$ cat src/cstv_pkg.sv
// Shared types and constants for the clip-to-screen viewport mapper.
// No dependencies.
package cstv_pkg;

    localparam int COORD_W = 32;
    localparam int SIZE_W  = 13;
    localparam int MINW_W  = 16;
    localparam int NUM_W   = COORD_W + 1;
    localparam int PROD_W  = NUM_W + SIZE_W;
    localparam int QUO_W   = SIZE_W;
    localparam int CFG_IDX_W  = 2;
    localparam int CFG_DATA_W = 16;

    typedef enum logic [CFG_IDX_W-1:0] {
        CFG_SCREEN_WIDTH  = 2'd0,
        CFG_SCREEN_HEIGHT = 2'd1,
        CFG_MIN_W         = 2'd2
    } cfg_idx_t;

    typedef struct packed {
        logic             valid;
        logic             keep;
        logic             last;
        logic [NUM_W-1:0] num_x;
        logic [NUM_W-1:0] num_y;
        logic [NUM_W-1:0] den;
    } front_t;

endpackage

$ cat src/cstv_div_lane.sv
// One axis: registered size*num multiply, then a restoring divider that
// retires one quotient bit per stage. Depends on cstv_pkg.
module cstv_div_lane (
    input  logic                         clk,
    input  logic [cstv_pkg::SIZE_W-1:0]  size,
    input  logic [cstv_pkg::NUM_W-1:0]   num,
    input  logic [cstv_pkg::NUM_W-1:0]   den,
    output logic [cstv_pkg::QUO_W-1:0]   quo
);
    import cstv_pkg::*;

    // Quotient is below 2^QUO_W, so the product's top bits shifted down
    // already form a partial remainder smaller than den.
    logic [PROD_W-1:0] prod_reg [0:QUO_W];
    logic [NUM_W-1:0]  den_reg  [0:QUO_W];
    logic [NUM_W-1:0]  rem_reg  [0:QUO_W];
    logic [QUO_W-1:0]  quo_reg  [0:QUO_W];

    always_ff @(posedge clk)
    begin
        prod_reg[0] <= PROD_W'(size) * PROD_W'(num);
        den_reg[0]  <= den;
        rem_reg[0]  <= '0;
        quo_reg[0]  <= '0;
    end

    for (genvar i = 0; i < QUO_W; i++)
    begin : g_step
        logic [NUM_W-1:0] rem_in;
        logic [NUM_W:0]   trial;
        logic [NUM_W:0]   diff;

        if (i == 0)
        begin : g_first
            assign rem_in = prod_reg[0][PROD_W-1:QUO_W];
        end
        else
        begin : g_rest
            assign rem_in = rem_reg[i];
        end

        always_comb
        begin
            trial = {rem_in, prod_reg[i][QUO_W-1-i]};
            diff  = trial - {1'b0, den_reg[i]};
        end

        always_ff @(posedge clk)
        begin
            prod_reg[i+1] <= prod_reg[i];
            den_reg[i+1]  <= den_reg[i];
            if (trial >= {1'b0, den_reg[i]})
            begin
                rem_reg[i+1] <= diff[NUM_W-1:0];
                quo_reg[i+1] <= quo_reg[i] | (QUO_W'(1) << (QUO_W-1-i));
            end
            else
            begin
                rem_reg[i+1] <= trial[NUM_W-1:0];
                quo_reg[i+1] <= quo_reg[i];
            end
        end
    end

    assign quo = quo_reg[QUO_W];

endmodule

$ cat config.mk
export PLATFORM = sky130hd
export DESIGN_NAME = cstv_div_lane
export DESIGN_NICKNAME = d
export VERILOG_FILES = /design/src/cstv_pkg.sv /design/src/cstv_div_lane.sv
export SDC_FILE = /design/constraint.sdc
export NUM_CORES = 2
export LEC_CHECK = 0
export BUFFER_PORTS_ARGS = -buffer_cell sky130_fd_sc_hd__buf_2
export CORE_ASPECT_RATIO = 1.75
export CORE_MARGIN = 4
export CORE_UTILIZATION = 48
export DETAILED_ROUTE_END_ITERATION = 7
export GPL_ROUTABILITY_DRIVEN = 0
export PLACE_DENSITY = 0.61
export SYNTH_ARGS = -nofsm -noshare
export SYNTH_HDL_FRONTEND = slang
export SYNTH_SLANG_ARGS = --single-unit
$ cat constraint.sdc
create_clock -name clk -period 6.45 [get_ports clk]
set_input_delay 0 -clock clk [delete_from_list [all_inputs] [get_ports clk]]
set_output_delay 0 -clock clk [all_outputs]
set_load 0.01 [all_outputs]
After elaboration in Yosys (flattened, before gate mapping)
Memories as Yosys holds them, arrays and structs flattened.
Cells that the tools add are included.
- multiplexer cells: 65
- shifts and indexed selects: 0
- div/mod/pow operators: 0
- magnitude comparators: 13
- reductions and logical operators: 0
- multiply operators: 1
- bitwise logic cells: 26
- add/sub/neg operators: 13
- equality and inequality tests: 0
- operator list (cell ; count):
    >= comparator 34 x 33 -> 1 bit ; 13
    2-to-1 mux 33 bit ; 13
    subtractor 33 bit ; 13
    2-to-1 mux 13 bit ; 13
    multiplier 13 x 33 -> 46 bit ; 1
    2-to-1 mux 1 bit ; 39
    bitwise OR 1 bit ; 26
- output and inout bits: 13
- register bits: 0
- logic and storage cells: 122
- bits of input ports: 80
- latch bits: 0
- bits in read-only memories: 0
- memories kept: 4
- bits in writable memories: 1750
- memory list (memory ; depth ; bits a word ; read ports ; clocked after memory_dff ; write ports ; line ; source):
    prod_reg ; 14 ; 46 ; 13 ; 0 ; 14 ; cstv_div_lane.sv:14 ; logic [PROD_W-1:0] prod_reg [0:QUO_W];
    den_reg ; 14 ; 33 ; 13 ; 0 ; 14 ; cstv_div_lane.sv:15 ; logic [NUM_W-1:0] den_reg [0:QUO_W];
    rem_reg ; 14 ; 33 ; 12 ; 0 ; 14 ; cstv_div_lane.sv:16 ; logic [NUM_W-1:0] rem_reg [0:QUO_W];
    quo_reg ; 14 ; 13 ; 14 ; 0 ; 14 ; cstv_div_lane.sv:17 ; logic [QUO_W-1:0] quo_reg [0:QUO_W];

Depth between registers and ports, before layout
- depth after elaboration: 4
- gate-level depth with buffers: 23
- depth with buffers taken out: 22

Worst setup path after synthesis
No wires, ideal clock.
- path kind: input-to-reg
- start: input size[9] in the netlist's numbering
- end: memory prod_reg[0][45] in the netlist's numbering
- slack: 1.004 ns
- path buffers: 2
- cell stages on the path: 22
- data arrival time: 5.328 ns
- required time: 6.332 ns
- library setup time: 0.118 ns
- cell sequence: clkbuf_1 nand2_1 fa_1 inv_1 fa_1 fa_1 fa_1 inv_1 fa_1 inv_1 ha_1 clkbuf_1 a21oi_1 o21ai_1 a21o_1 a221o_1 a31oi_1 o21a_1 o2111a_1 o31ai_1 a211o_1 xnor2_1
- RTL lines (element ; line ; source):
    from (decl) ; cstv_div_lane.sv:5 ; input logic [cstv_pkg::SIZE_W-1:0] size,
    to (decl) ; cstv_div_lane.sv:14 ;

==> results.cfg <==
[status]
status = completed

[yosys]
yosysTopAreaCell = dfxtp_1
synth_top_area_share_pct = 34.1
netlist_area_mm2 = 0.0611
ys_ff_latch = 1040
ys_seq_area_share_pct = 34.1
synth_edf_count = 0
syn-num-nets = 7683
synth_cell_types = 92
ys.flop_type = dfxtp_1
ys_top_cells_by_area = dfxtp_1 34%, fa_1 12%, ha_1 11%, inv_1 5.9%, nand2_1 4.0%
async_flop_share_pct = 0
syn_avg_cell_area_um2 = 9.08
ys_top_cells_by_count = 1040 x dfxtp_1, 953 x inv_1, 653 x nand2_1
synth_cells = 6730
synth_most_common_cell = dfxtp_1
ys_warn_count = 0

[die]
die_x_um = 278
rows = 172
core_mm2 = 0.126
start_util_pct = 48.5
die_y_um = 480
io_pins = 93
dieArea_mm2 = 0.133

[cells_and_area]
fin_nets = 7760
syn_to_final_growth_pct = 10.3
n_fill_cell = 11634
multiInputGateArea_mm2 = 0.0358
largest_reg_flops = 429
instances_no_fill = 8546
final-seq-area_mm2 = 0.0208
drive_above_1_share_pct = 6.79

[power_and_ir_drop]
power_mw = 41.8
peakVddDrop_v = 0.000574
power.density_mw_per_mm2 = 620
leakagePower_nw = 32.3

[clocking]
cts_sinks = 1040
cts_made_buffers = 100
cts_resized = 0
cts_htree_levels = 3
cts_tree = built
cts_buffer_depth = 3
path_clk_slew_ns = 0.07
cts_root_buffer = clkbuf_16
cts_setup_buffers = 0
clock_latency_ns = 0.71

[global_routing]
grt_pass1_vias = 48658
grt_use_total_pct = 22.9
grt_max_degree = 62
gr-total-overflow = 0
grt_first_pass_wirelength_mm = 245
antenna_found_initial = 0

[drt]
met2_length_mm = 86.0
dr_wl_met3_mm = 4.08
routed_wl_mm = 153
antenna_left = 0
drt-initial-drc-count = 2074
vias = 45781
wirelength_met1_mm = 47.5
vias_per_cell = 5.36
dr.pass1.iters = 8
route.detailed.drc = 0
wl_per_cell_um = 17.9
dr.max_layer_used = met4

[timing]
maxSlewViolCount = 0
slew_headroom_pct = 20.9
fin_skew_ns = 0.0428
finalHoldViolations = 0
fin_ws_ns = 0.461
finalCriticalPeriod_ns = 5.99
tightestPinTransition_ns = 1.18
max_freq_mhz = 167
setup_tns_ns = 0
final.period_utilization_pct = 92.8
rsz0062_at_grt = no
setup_viol = 0

[setup_path]
cp-end-kind = flip-flop
r2r_slack_ns = 1.75
cp.arrival_ns = 6.63
crit_path_frequent_cell = fa_1
critPathMaxFanout = 13
required_ns = 7.09
crit_slowest_cell = o21ai_0
startpoint_type = input port
critPathMaxStageDelay_ns = 0.56
critical_path_class = input port to flip-flop
cp_cell_sequence = dlygate4sd3_1, buf_2, and2_1, fa_1, fa_1, fa_1, fa_1, inv_1, fa_1, inv_1, ha_1, and2_1, nand3_1, o31ai_1, a31oi_1, o21ai_0, nor3b_1, a41oi_1, o21ai_0, xnor2_1

[flow_run]
drv_cap = 0

[place]
place_inst = 8288
port_buffers = 92
place_ws_ns = 0.0197
dpl.hpwl_mm = 125

[hold_path]
hold_path_class = input port to flip-flop
==> final cells by class <==
cell class	count	area share, %
Antenna cell	1	0.00371
Clock buffer	134	4.22
Clock inverter	53	1.24
Inverter	956	5.33
Multi-Input combinational cell	4514	53.2
Sequential cell	1040	30.9
Tap cell	1653	3.07
Timing Repair Buffer	195	2.09
==> worst paths after layout <==
path / from / to / cells past startpoint
setup / recovery: num[2] / prod_reg[0][42]$_DFF_P_ / 20
hold / removal: size[1] / prod_reg[0][1]$_DFF_P_ / 3
setup reg to reg: prod_reg[0][282]$_DFF_P_ / rem_reg[0][256]$_DFF_P_ / 13
hold reg to reg: prod_reg[0][100]$_DFF_P_ / prod_reg[0][146]$_DFF_P_ / 0
==> power by group <==
group	total [mW]	leakage [nW]	switching (mW)	internal, mW
clock network	6.39	1.78	2.55	3.84
registers	9.96	8.77	1.12	8.84
logic	25.4	21.7	14.8	10.6
total	41.8	32.3	18.5	23.2
==> layout by cell type (no fill, tap or decap), types with 18 or more instances in the layout <==
cell / instances
dfxtp_1: 1040
inv_1: 953
nand2_1: 653
ha_1: 520
a21oi_1: 440
o21ai_0: 383
fa_1: 353
nor2_1: 257
a21o_1: 249
xnor2_1: 222
and2_1: 215
xor2_1: 147
mux2_2: 114
clkbuf_16: 102
buf_2: 92
nand4_1: 82
nand3_1: 81
dlygate4sd3_1: 70
nor2b_1: 63
o21a_1: 58
nand2b_1: 56
o21bai_1: 55
nor3_1: 52
and3_1: 46
a31oi_1: 45
a211oi_1: 41
o31ai_1: 34
buf_4: 33
mux2i_1: 27
a211o_1: 20
nor4_1: 18
bufinv_16: 18
==> critical path, delay by kind of cell <==
family          cells  cell delay, ns
xor+xnor            1            0.14
compound gates      5            1.68
simple gates        4            1.01
buf+inv             4            0.83
fa+ha+maj           6            2.97
==> layer usage <==
metal / vias up / global-route usage [%]
li1: 22513 / -
met1: 21734 / 18.9
met2: 963 / 46.9
met3: 571 / 2.70
met4: 0 / 19.1
met5: - / 0
==> stage by stage <==
stage | util, % | hold slack, ns | area (um^2)
floorplan | - | 0.0277 | 61100
global placement | 50.0 | 0.102 | 63000
detailed placement | 50.0 | 0.104 | 63000
CTS | 53.5 | 0.0378 | 67400
global route | 53.5 | 0.118 | 67400
finish | 53.5 | 0.104 | 67400
==> what timing repair did <==
item                       4_1_cts  5_1_grt
hold endpoints to repair        36        0
hold buffers                    70        0
setup endpoints to repair        0        0
==> cell families (layout without fill, tap and decap cells) <==
kind of cell	count (synthesis)	count (layout)	synth area share (%)
and+or+nand+nor	1604	1604	12.6
DFF	1040	1040	34.1
xor gates and xnor gates	369	369	5.29
muxes	147	147	2.65
adders and majority gates	873	873	22.2
other	0	1	0
buffers and inverters	1176	1338	7.39
AOI/OAI and AO/OA	1521	1521	15.8
Power figures use the tool's default switching activity.
