File: src/cstv_pkg.sv
// Shared types and constants for the clip-to-screen viewport mapper.
// No dependencies.
package cstv_pkg;

    localparam int COORD_W = 32;
    localparam int SIZE_W  = 13;
    localparam int MINW_W  = 16;
    localparam int NUM_W   = COORD_W + 1;
    localparam int PROD_W  = NUM_W + SIZE_W;
    localparam int QUO_W   = SIZE_W;
    localparam int CFG_IDX_W  = 2;
    localparam int CFG_DATA_W = 16;

    typedef enum logic [CFG_IDX_W-1:0] {
        CFG_SCREEN_WIDTH  = 2'd0,
        CFG_SCREEN_HEIGHT = 2'd1,
        CFG_MIN_W         = 2'd2
    } cfg_idx_t;

    typedef struct packed {
        logic             valid;
        logic             keep;
        logic             last;
        logic [NUM_W-1:0] num_x;
        logic [NUM_W-1:0] num_y;
        logic [NUM_W-1:0] den;
    } front_t;

endpackage

File: src/cstv_front.sv
// Cull test and numerator/denominator setup, one register stage.
// Depends on cstv_pkg.
module cstv_front (
    input  logic                           clk,
    input  logic                           rst_n,
    input  logic                           in_valid,
    input  logic [cstv_pkg::COORD_W-1:0]   x_clip,
    input  logic [cstv_pkg::COORD_W-1:0]   y_clip,
    input  logic [cstv_pkg::COORD_W-1:0]   w_clip,
    input  logic                           last_vertex,
    input  logic [cstv_pkg::MINW_W-1:0]    min_w,
    output cstv_pkg::front_t               front
);
    import cstv_pkg::*;

    logic [NUM_W-1:0] x_ext, y_ext, w_ext, ax, ay;
    logic             keep;
    logic             valid_reg;
    front_t           front_reg, front_next;

    always_comb
    begin
        x_ext = {x_clip[COORD_W-1], x_clip};
        y_ext = {y_clip[COORD_W-1], y_clip};
        w_ext = {w_clip[COORD_W-1], w_clip};
        ax = x_clip[COORD_W-1] ? (NUM_W'(0) - x_ext) : x_ext;
        ay = y_clip[COORD_W-1] ? (NUM_W'(0) - y_ext) : y_ext;
        keep = !w_clip[COORD_W-1] && (w_clip != '0)
            && (w_clip >= COORD_W'(min_w)) && (ax <= w_ext) && (ay <= w_ext);
        front_next.valid = in_valid;
        front_next.keep  = keep;
        front_next.last  = last_vertex;
        front_next.num_x = w_ext + x_ext;
        front_next.num_y = w_ext - y_ext;
        front_next.den   = {w_clip, 1'b0};
    end

    always_ff @(posedge clk or negedge rst_n)
    begin
        if (!rst_n)
        begin
            valid_reg <= 1'b0;
        end
        else
        begin
            valid_reg <= front_next.valid;
        end
    end

    always_ff @(posedge clk)
    begin
        front_reg <= front_next;
    end

    // Take the valid bit from the reset register.
    always_comb
    begin
        front       = front_reg;
        front.valid = valid_reg;
    end

endmodule

File: config.mk
export PLATFORM = sky130hd
export DESIGN_NAME = cstv_front
export DESIGN_NICKNAME = d
export VERILOG_FILES = /design/src/cstv_pkg.sv /design/src/cstv_front.sv
export SDC_FILE = /design/constraint.sdc
export NUM_CORES = 1
export LEC_CHECK = 0
export BUFFER_PORTS_ARGS = -buffer_cell sky130_fd_sc_hd__buf_2
export CORE_ASPECT_RATIO = 1.25
export CORE_UTILIZATION = 30
export CTS_CLUSTER_SIZE = 40
export DETAILED_ROUTE_END_ITERATION = 8
export GPL_ROUTABILITY_DRIVEN = 0
export GPL_TIMING_DRIVEN = 0
export PLACE_DENSITY = 0.55
export SLEW_MARGIN = 0
export SYNTH_ARGS = -nofsm -noshare
export SYNTH_HDL_FRONTEND = slang
export SYNTH_SLANG_ARGS = --single-unit
File: constraint.sdc
create_clock -name clk -period 1 [get_ports clk]
set_clock_uncertainty 0.15 [all_clocks]
set_input_delay 0.05 -clock clk [delete_from_list [all_inputs] [get_ports clk]]
set_output_delay 0.05 -clock clk [all_outputs]
set_load 0.03 [all_outputs]
Yosys cells after proc, flatten, opt, wreduce, memory -nomap -nowiden
Cells that the tools add are included.
{"block": "totals", "output_inout_bits": 102, "ff_bits": 101, "rom_bits": 0, "n_memories": 0, "mem_bits_rw": 0, "latchBits": 0}
{"block": "classes", "bitwise_logic": 0, "n_eq_ne": 0, "n_mul": 0, "n_div": 0, "shift": 0, "addsub": 4, "order_cmp": 3, "n_mux": 2, "reduce_logical": 6}
{"op": "less-or-equal comparator 33 bit", "n": 2}
{"op": "two-way mux 33 bit", "n": 2}
{"op": "subtractor 1 x 32 -> 33 bit (first input constant)", "n": 2}
{"op": "adder 32 x 32 -> 33 bit", "n": 1}
{"op": "subtractor 32 x 32 -> 33 bit", "n": 1}
{"op": "greater-or-equal comparator 32 x 16 -> 1 bit", "n": 1}
{"op": "nonzero test 32 bit", "n": 1}
{"op": "logical AND 1 bit", "n": 4}
{"op": "logical NOT 1 bit", "n": 1}

Logic depth before layout (Yosys ltp)
Gate-level depths: netlist of run 1.
{"block": "logic_depth", "ltp_word": 5, "depth_mapped": 17, "depth_no_buf": 17}

Worst setup path after synthesis of run 1
No wires, ideal clock.
{"block": "synth_timing", "path_kind": "in2reg", "startpoint": "input y_clip[2] (netlist bit)", "endpoint": "register front_reg, in the netlist front[100]", "n_path_buf": 0, "slack_ps": -2695, "arrival_time_ps": 3459, "t_required_ps": 764, "cell_stages": 13, "path_cell_list": "nor3_1 nand4_1 or3_1 or2_2 nand3b_4 o41ai_1 xnor2_1 ha_1 nand4_1 or3_1 or3_1 or3_1 a211oi_1"}
{"element": "from (decl)", "line_no": "cstv_front.sv:8", "source": "input logic [cstv_pkg::COORD_W-1:0] y_clip,"}
{"element": "to (signal assigned)", "line_no": "cstv_front.sv:52", "source": "front_reg <= front_next;"}
{"element": "to (decl)", "line_no": "cstv_front.sv:19", "source": "front_t front_reg, front_next;"}

==> results of run 1 <==
## cells in the mapped netlist (all sizes together), types with 6 or more instances
cell | number | share of area (%)
nor3 | 10 | 0.58
o41ai | 6 | 0.61
a21oi | 96 | 5.6
nor2 | 54 | 2.4
xor2 | 18 | 1.8
nand2 | 74 | 3.2
a31oi | 8 | 0.58
a21o | 37 | 3.2
xnor2 | 95 | 9.7
o21ai | 64 | 3.7
dfxtp | 100 | 23
clkbuf | 14 | 0.61
or3 | 11 | 0.86
ha | 148 | 22
o21bai | 9 | 0.79
nand2b | 16 | 1.3
a211oi | 10 | 0.88
nor4 | 13 | 0.95
nand4 | 30 | 2.2
nand3 | 24 | 1.4
o31ai | 22 | 2.1
inv | 102 | 4.5
nor2b | 10 | 0.73
## cell type report
type,count,area (µm²),share of cell area (%)
Sequential cell,101,2150,15.9
Buffer,15,71.3,0.528
Clock buffer,9,225,1.67
Inverter,102,403,2.99
Tap cell,350,438,3.24
Antenna cell,5,12.5,0.0927
Timing Repair Buffer,332,2960,21.9
Clock inverter,7,121,0.899
Multi-Input combinational cell,822,7110,52.7
## per-layer routing
metal	track usage [%]	wire [µm]	up-vias
li1	-	-	4422
met1	22.5	12200	4183
met2	38.6	16300	228
met3	4.27	1450	40
met4	9.71	778	4
met5	0	28	-
## critical path, cell delays in order
cell      delay (ns)
buf_2           0.13
inv_1           0.10
ha_1            0.23
nand4_1         0.16
or3_1           0.44
nor2_1          0.22
nand3_1         0.22
o41ai_2         0.29
xnor2_1         0.13
ha_1            0.31
nand2_1         0.05
or3_1           0.41
or3_1           0.37
or3_1           0.38
a211oi_2        0.33
## report_power, final
group | switching, mW | internal, mW
registers | 0.296 | 4.83
clock network | 1.66 | 2.46
logic | 4.57 | 3.91
total | 6.53 | 11.2
## cells by family (layout without fill, tap and decap cells)
kind of cell               Yosys count  in the layout  share of synthesized area (%)
and+or+nand+nor                    262            262                           15.6
DFF                                101            101                           23.7
adders and majority gates          150            150                           22.1
xor gates and xnor gates           113            113                           11.6
buffers and inverters              119            465                           5.31
other                                1              8                         0.0438
AOI/OAI and AO/OA                  294            294                           21.6
## cells in the final DEF, fill, tap and decap left out, types with 8 or more instances in the layout
master and n:
nand2b_1 12, o21bai_1 8, o31ai_1 14, buf_2 93, a21oi_2 22, nor4_1 10, nor2b_1 8, xor2_1 15
or3_1 8, xnor2_1 86, clkbuf_16 9, inv_1 96, nand2_1 69, xnor2_2 9, nand4_1 30, dlygate4sd3_1 36
ha_1 123, o21ai_0 46, buf_4 56, nor3_1 9, a21o_1 37, clkbuf_1 11, a21oi_1 69, nand3_1 17
buf_6 135, ha_4 21, nor2_1 47, o21ai_1 9, dfxtp_2 99
## worst max-delay path by stage
stage,from,endpoint
2_1_floorplan,x_clip[7],front[100]
3_3_place_gp,x_clip[7],front[100]
3_5_place_dp,x_clip[7],front[100]
4_1_cts,x_clip[9],front[100]
5_1_grt,x_clip[9],front[100]
6_report,y_clip[1],front[100]
## repair_timing
| item | in CTS | in global routing |
|---|---|---|
| endpoints found under the setup margin | 160 | 166 |
| hold buffers | 36 | 9 |
| setup buffers | 40 | 36 |
| endpoints found under the hold margin | 50 | 16 |
| pin swaps | 69 | 66 |
| gates resized for setup | 423 | 133 |
| cloned | 0 | 0 |
## stage by stage
step | total power, mW | hold slack, ns | cells
after floorplan | 9.43 | -0.396 | 1042
after global placement | 11.4 | -0.326 | 1608
after detailed placement | 11.4 | -0.324 | 1608
after CTS | 17.4 | -0.0997 | 1699
after global routing | 18.7 | -0.0684 | 1742
final | 17.7 | -0.0719 | 1743
==> impl_metrics.py, run 1 <==
metrics = {
    "cts": {
        "h-tree-depth": 3,
        "clk_path_buf_depth": 2,
        "numCtsBuffers": 9,
        "cts_tree": "built",
        "clock_sinks": 101,
        "root_buffer": "clkbuf_16",
        "clkTransAtPathRegs_ns": 0.07,
    },
    "global_route": {
        "grt_pass1_vias": 8945,
        "grt_start_max_net_pins": 18,
        "antenna_found_initial": 6,
        "grt_usage_pct": 20.8,
        "grt_pass1_wl_um": 46600,
        "grt_overflow": 0,
    },
    "sta": {
        "fin_setup_tns_ns": -62.90,
        "rsz0062_at_grt": "yes",
        "setup_ws_ns": -2.71,
        "fmaxAchievable_mhz": 270,
        "setup_viol": 161,
        "relSlewSlack_pct": 51.2,
        "period_needed_ns": 3.71,
        "hold_ws_ns": -0.0719,
        "hold_viol_final": 8,
        "worst_pin_slew_ns": 0.725,
        "timing.final.crit_share_pct": 371,
        "drv_slew": 0,
    },
    "min_path": {
        "min_from": "x_clip[7]",
        "hp-class": "in -> reg",
        "whs_path_depth": 3,
        "hold_end": "front[73]",
    },
    "yosys": {
        "ys_seq_elements": 101,
        "synth_flop_cell": "dfxtp_1",
        "async_flop_share_pct": 0.990,
        "syn-cell-area_um2": 8560,
        "syn_inst": 1040,
        "yosys_warnings": 0,
        "synth.distinct_cells": 58,
        "syn_avg_cell_area_um2": 8.23,
        "synth-edff-count": 0,
        "yosysSeqAreaShare_pct": 23.7,
    },
    "power_and_ir_drop": {
        "p_per_area_nw_per_um2": 1310,
        "p_leak_nw": 6.09,
        "vdd_ir_drop_max_v": 0.000801,
    },
    "detailed_routing": {
        "drtPass1Iterations": 7,
        "drtAntennaViolNets": 0,
        "routed_via_density": 5.09,
        "routed_wl_um": 30800,
        "drtIter0Drc": 317,
        "vias": 8877,
        "wire_per_inst_um": 17.7,
        "drc_errors": 0,
    },
    "placed_design": {
        "post-place-ws_ns": -3.59,
        "postPlaceCellArea_um2": 10500,
        "io_buffers": 216,
        "dpl.hpwl_um": 22900,
    },
    "die": {
        "dieArea_um2": 29200,
        "num_rows": 68,
        "start_util_pct": 30.8,
        "core_area_um2": 27800,
        "ios": 218,
        "fp.dieH_um": 191,
        "die_x_um": 153,
    },
    "final_layout": {
        "area_growth_pct": 57.7,
        "largest_reg_flops": 100,
        "drive_above_1_share_pct": 40.9,
        "fillers": 2631,
        "num-nets-final": 1649,
        "fin_area_um2": 13500,
        "fin_util_pct": 48.5,
    },
    "setup_path": {
        "cp-start-kind": "input port",
        "required_ns": 1.11,
        "arrival_ns": 3.81,
        "critPathKind": "in -> reg",
        "critical_path.max_fanout": 4,
        "setup.worst_path.end_class": "flop",
    },
    "flow_run": {
        "max-cap-violations": 0,
    },
    "status": {
        "outcome": "finished, violations left",
        "violations": "negative hold slack, negative setup slack",
    },
}
No activity file was read; power rests on OpenSTA's default activity.
==> run 2, diff against run 1 <==
- CORE_UTILIZATION: 30 -> 40
- PLACE_DENSITY: 0.55 -> 0.68
==> impl_metrics.py, run 2 (synthesis gave the netlist of run 1 again) <==
metrics = {
    "status": {
        "outcome": "finished, violations left",
        "violations": "negative hold slack, negative setup slack",
    },
    "sta": {
        "setup_ws_ns": -2.67,
        "worst_pin_slew_ns": 0.801,
        "timing.final.crit_share_pct": 367,
        "relSlewSlack_pct": 46.1,
        "fin_setup_tns_ns": -50.69,
        "drv_slew": 0,
        "hold_ws_ns": -0.0971,
        "hold_viol_final": 11,
        "setup_viol": 159,
        "period_needed_ns": 3.67,
        "fmaxAchievable_mhz": 272,
        "rsz0062_at_grt": "yes",
    },
    "cts": {
        "numCtsBuffers": 9,
        "clock_sinks": 101,
        "clkTransAtPathRegs_ns": 0.07,
        "cts_tree": "built",
        "root_buffer": "clkbuf_16",
        "clk_path_buf_depth": 2,
        "h-tree-depth": 3,
    },
    "final_layout": {
        "final_cell_mix": "buf_6, ha_1, dfxtp_2",
        "area_growth_pct": 54.0,
        "fin_util_pct": 63.1,
        "final_common_cell": "buf_6",
        "drive_above_1_share_pct": 40.1,
        "num-nets-final": 1637,
        "instances_no_fill": 1656,
        "largest_reg_flops": 100,
    },
    "die": {
        "fp.dieH_um": 166,
        "core_area_um2": 20900,
        "die_x_um": 133,
        "dieArea_um2": 22000,
        "num_rows": 59,
        "ios": 218,
        "start_util_pct": 41.0,
    },
    "placed_design": {
        "dp.cells": 1532,
        "io_buffers": 216,
        "dpl.hpwl_um": 21000,
    },
    "detailed_routing": {
        "vias": 9061,
        "drtAntennaViolNets": 0,
        "drc_errors": 0,
        "drtPass1Iterations": 5,
        "routed_via_density": 5.47,
        "wire_per_inst_um": 17.6,
        "drtIter0Drc": 352,
        "routed_wl_um": 29200,
    },
    "global_route": {
        "grt_pass1_vias": 9091,
        "grt_usage_pct": 26.1,
        "grt_overflow": 0,
        "grt_pass1_wl_um": 44700,
        "antenna_found_initial": 5,
        "grt_start_max_net_pins": 17,
    },
    "setup_path": {
        "arrival_ns": 3.78,
        "required_ns": 1.10,
        "cp-start-kind": "input port",
        "cp.buffers_inverters": 1,
        "critical_path.max_fanout": 6,
        "setup.worst_path.end_class": "flop",
        "cp_cell_sequence": "buf_2 -> or4_4 -> or4_4 -> or3_4 -> nand2b_4 -> nand2b_4 -> o31ai_4 -> xnor2_1 -> ha_1 -> nand4_1 -> nor4_4 -> nand3_1 -> o211ai_1 -> o2111ai_1 -> a211oi_2",
        "max_stage_delay_ns": 0.52,
        "slowest_stage": "or4_4",
        "cpLargestDelayFamily": "simple AND/OR/NAND/NOR gates",
        "critPathKind": "in -> reg",
    },
    "power_and_ir_drop": {
        "p_leak_nw": 5.96,
        "vdd_ir_drop_max_v": 0.000811,
        "p_per_area_nw_per_um2": 1300,
    },
    "min_path": {
        "hp-class": "in -> reg",
    },
    "flow_run": {
        "max-cap-violations": 0,
    },
}
run 2: cell types whose count changed in the layout (fill, tap and decap cells not counted), moves of 4 or more:
cell | previous run | this run
buf_8 | 7 | 1
buf_2 | 93 | 98
buf_4 | 56 | 48
buf_6 | 135 | 131
run 2: final timing paths:
path	startpoint	endpoint	slack [ns]	depth (start not counted)
max in group asynchronous	rst_n	valid_reg	0.22	3
min in group asynchronous	rst_n	valid_reg	0.37	3
hold / removal	x_clip[10]	front[76]	-0.1	3
setup / recovery	x_clip[7]	front[100]	-2.67	15
run 2: where the power goes:
part / total [mW] / internal (mW) / switching (mW)
Sequential: 5.14 / 4.83 / 0.304
Combinational: 8.36 / 3.82 / 4.55
Clock: 3.63 / 1.95 / 1.67
run 2: tightest hold or removal path, cell delays in order:
cell and delay, ns:
buf_6 0.09, ha_4 0.16, xor2_1 0.07
run 2: final cells by class:
class,instances,area (µm²)
fillers,1732,7720
multi-input cells,822,7140
repair buffers,321,2780
flip-flops and latches,101,2150
inverters,102,403
well taps,274,343
clock buffers,11,233
clock inverters,5,60.1
plain buffers,14,57.6
diodes,6,15.0
run 2: metrics by stage:
stage | total power [mW] | setup WS [ns] | area (µm²)
after floorplan | 9.43 | -2.46 | 8990
after detailed placement | 11.3 | -3.53 | 10400
after global placement | 11.2 | -3.49 | 10400
after CTS | 16.6 | -2.68 | 12600
after global routing | 18.0 | -2.86 | 13200
final | 17.1 | -2.67 | 13200
run 2: repair_timing:
| item | 4_1_cts | 5_1_grt |
|---|---|---|
| buffers inserted | 40 | 30 |
| gates resized for setup | 409 | 106 |
| endpoints found under the setup margin | 160 | 164 |
| hold buffers | 36 | 7 |
| endpoints found under the hold margin | 54 | 14 |
| pin swaps | 75 | 60 |
run 2: layer usage:
metal | global-route usage [%] | vias up | share of wire [%]
met4 | 14.1 | 0 | 4.1
met5 | 0 | - | 0
met3 | 5.16 | 79 | 5.9
li1 | - | 4406 | -
met2 | 49.1 | 304 | 52
met1 | 27.2 | 4272 | 38
==> run 3, diff against run 2 <==
- CORE_UTILIZATION: 40 -> 30
- PLACE_DENSITY: 0.68 -> 0.55
- clock period: 1 -> 3.8 ns (I/O delays scaled with it)
==> impl_metrics.py, run 3 (synthesis gave the netlist of run 1 again) <==
metrics = {
    "sta": {
        "setup_ws_ns": -0.00553,
        "rsz0062_at_grt": "yes",
        "worst_pin_slew_ns": 0.770,
        "relSlewSlack_pct": 48.2,
        "hold_ws_ns": 0.0453,
        "hold_viol_final": 0,
        "fin_setup_tns_ns": -0.00553,
        "setup_viol": 1,
        "timing.final.crit_share_pct": 100,
        "fmaxAchievable_mhz": 263,
        "drv_slew": 0,
        "period_needed_ns": 3.81,
    },
    "cts": {
        "root_buffer": "clkbuf_16",
        "h-tree-depth": 3,
        "clkTransAtPathRegs_ns": 0.08,
        "cts_tree": "built",
        "numCtsBuffers": 9,
        "clk_path_buf_depth": 2,
        "clock_sinks": 101,
    },
    "placed_design": {
        "io_buffers": 216,
        "dpl.hpwl_um": 22600,
    },
    "flow_run": {
        "max-cap-violations": 0,
    },
    "detailed_routing": {
        "drtPass1Iterations": 5,
        "drtAntennaViolNets": 0,
        "vias": 8411,
        "drtIter0Drc": 383,
        "routed_via_density": 5.05,
        "drc_errors": 0,
        "wire_per_inst_um": 16.6,
        "routed_wl_um": 27600,
    },
    "final_layout": {
        "num-nets-final": 1573,
        "fillers": 2906,
        "drive_above_1_share_pct": 19.9,
        "area_growth_pct": 26.7,
        "fin_util_pct": 39.0,
        "largest_reg_flops": 100,
        "final_common_cell": "buf_2",
        "final_cell_mix": "buf_2, ha_1, inv_1",
    },
    "min_path": {
        "whs_path_depth": 3,
        "hp-class": "in -> reg",
        "hold_end": "front[34]",
        "min_from": "y_clip[1]",
    },
    "die": {
        "die_x_um": 153,
        "num_rows": 68,
        "start_util_pct": 30.8,
        "core_area_um2": 27800,
        "ios": 218,
        "fp.dieH_um": 191,
        "dieArea_um2": 29200,
    },
    "status": {
        "outcome": "finished, violations left",
        "violations": "negative setup slack",
    },
    "setup_path": {
        "cp-start-kind": "input port",
        "required_ns": 3.94,
        "arrival_ns": 3.95,
        "setup.worst_path.end_class": "flop",
        "critPathKind": "in -> reg",
        "critical_path.max_fanout": 5,
    },
    "global_route": {
        "antenna_found_initial": 5,
        "grt_start_max_net_pins": 20,
        "grt_usage_pct": 19.0,
        "grt_pass1_vias": 8243,
        "grt_overflow": 0,
        "grt_pass1_wl_um": 42700,
    },
    "power_and_ir_drop": {
        "p_per_area_nw_per_um2": 355,
        "p_leak_nw": 5.21,
        "vdd_ir_drop_max_v": 0.000202,
    },
}
## run 3: cell types whose count changed in the layout (fill, tap and decap cells not counted), moves of 23 or more
| cell | previous run | this run |
|---|---|---|
| dfxtp_2 | 99 | 0 |
| a21oi_2 | 24 | 0 |
| dfxtp_1 | 1 | 100 |
| ha_4 | 23 | 0 |
| buf_4 | 48 | 4 |
| a21oi_1 | 66 | 96 |
| buf_6 | 131 | 0 |
| ha_1 | 123 | 148 |
| buf_2 | 98 | 216 |
## run 3: worst max-delay path by stage
stage	from	to	slack (ns)
global placement	x_clip[7]	front[100]	-0.60
finish	y_clip[2]	front[100]	-0.006
floorplan	y_clip[2]	front[100]	0.06
CTS	x_clip[2]	front[100]	0.01
detailed placement	x_clip[7]	front[100]	-0.58
global route	x_clip[7]	front[100]	-0.14
## run 3: layout make-up
cell class              count  area [µm²]  share of cell area, %
repair buffers            254        1460                   13.4
clock buffers               9         225                   2.08
inverters                 102         383                   3.53
plain buffers              17        71.3                  0.658
flip-flops and latches    101        2030                   18.7
diodes                      3        7.51                 0.0692
clock inverters             7        66.3                  0.611
multi-input cells         822        6170                   56.9
well taps                 350         438                   4.04
## run 3: where the power goes
| group | total [mW] | internal, mW | switching, mW |
|---|---|---|---|
| clock network | 0.922 | 0.460 | 0.462 |
| registers | 1.27 | 1.23 | 0.0383 |
| logic | 1.66 | 0.601 | 1.06 |
## run 3: critical path, stage by stage
cell      delay, ns
buf_2          0.12
nor3_4         0.23
nand4_1        0.19
or3_1          0.39
or2_2          0.34
nand3b_4       0.20
o41ai_2        0.36
xnor2_1        0.11
ha_1           0.28
nand4_1        0.10
or3_1          0.43
or3_1          0.43
or3_1          0.36
a211oi_1       0.19
## run 3: metrics by stage
step	worst slack (ns)	power, mW	cells	area (µm²)
2_1_floorplan	0.0627	2.42	1042	8570
3_3_place_gp	-0.598	2.91	1608	10100
3_5_place_dp	-0.576	2.92	1608	10100
4_1_cts	0.0101	3.90	1660	10800
5_1_grt	-0.136	4.11	1665	10800
6_report	-0.00553	3.85	1665	10800
## run 3: routing by layer
metal	share of wire (%)	vias up	GRT usage (%)
li1	-	4275	-
met1	42	3863	21.4
met2	51	234	34.9
met3	5.0	35	3.93
met4	2.1	4	6.76
met5	0.065	-	0
## run 3: repair_timing
item | 4_1_cts | 5_1_grt
endpoints found under the setup margin | 1 | 3
hold endpoints to repair | 35 | 0
pin swaps | 1 | 6
cloned | 0 | 0
hold buffers | 36 | 0
gates resized for setup | 3 | 11
buffers inserted | 0 | 2
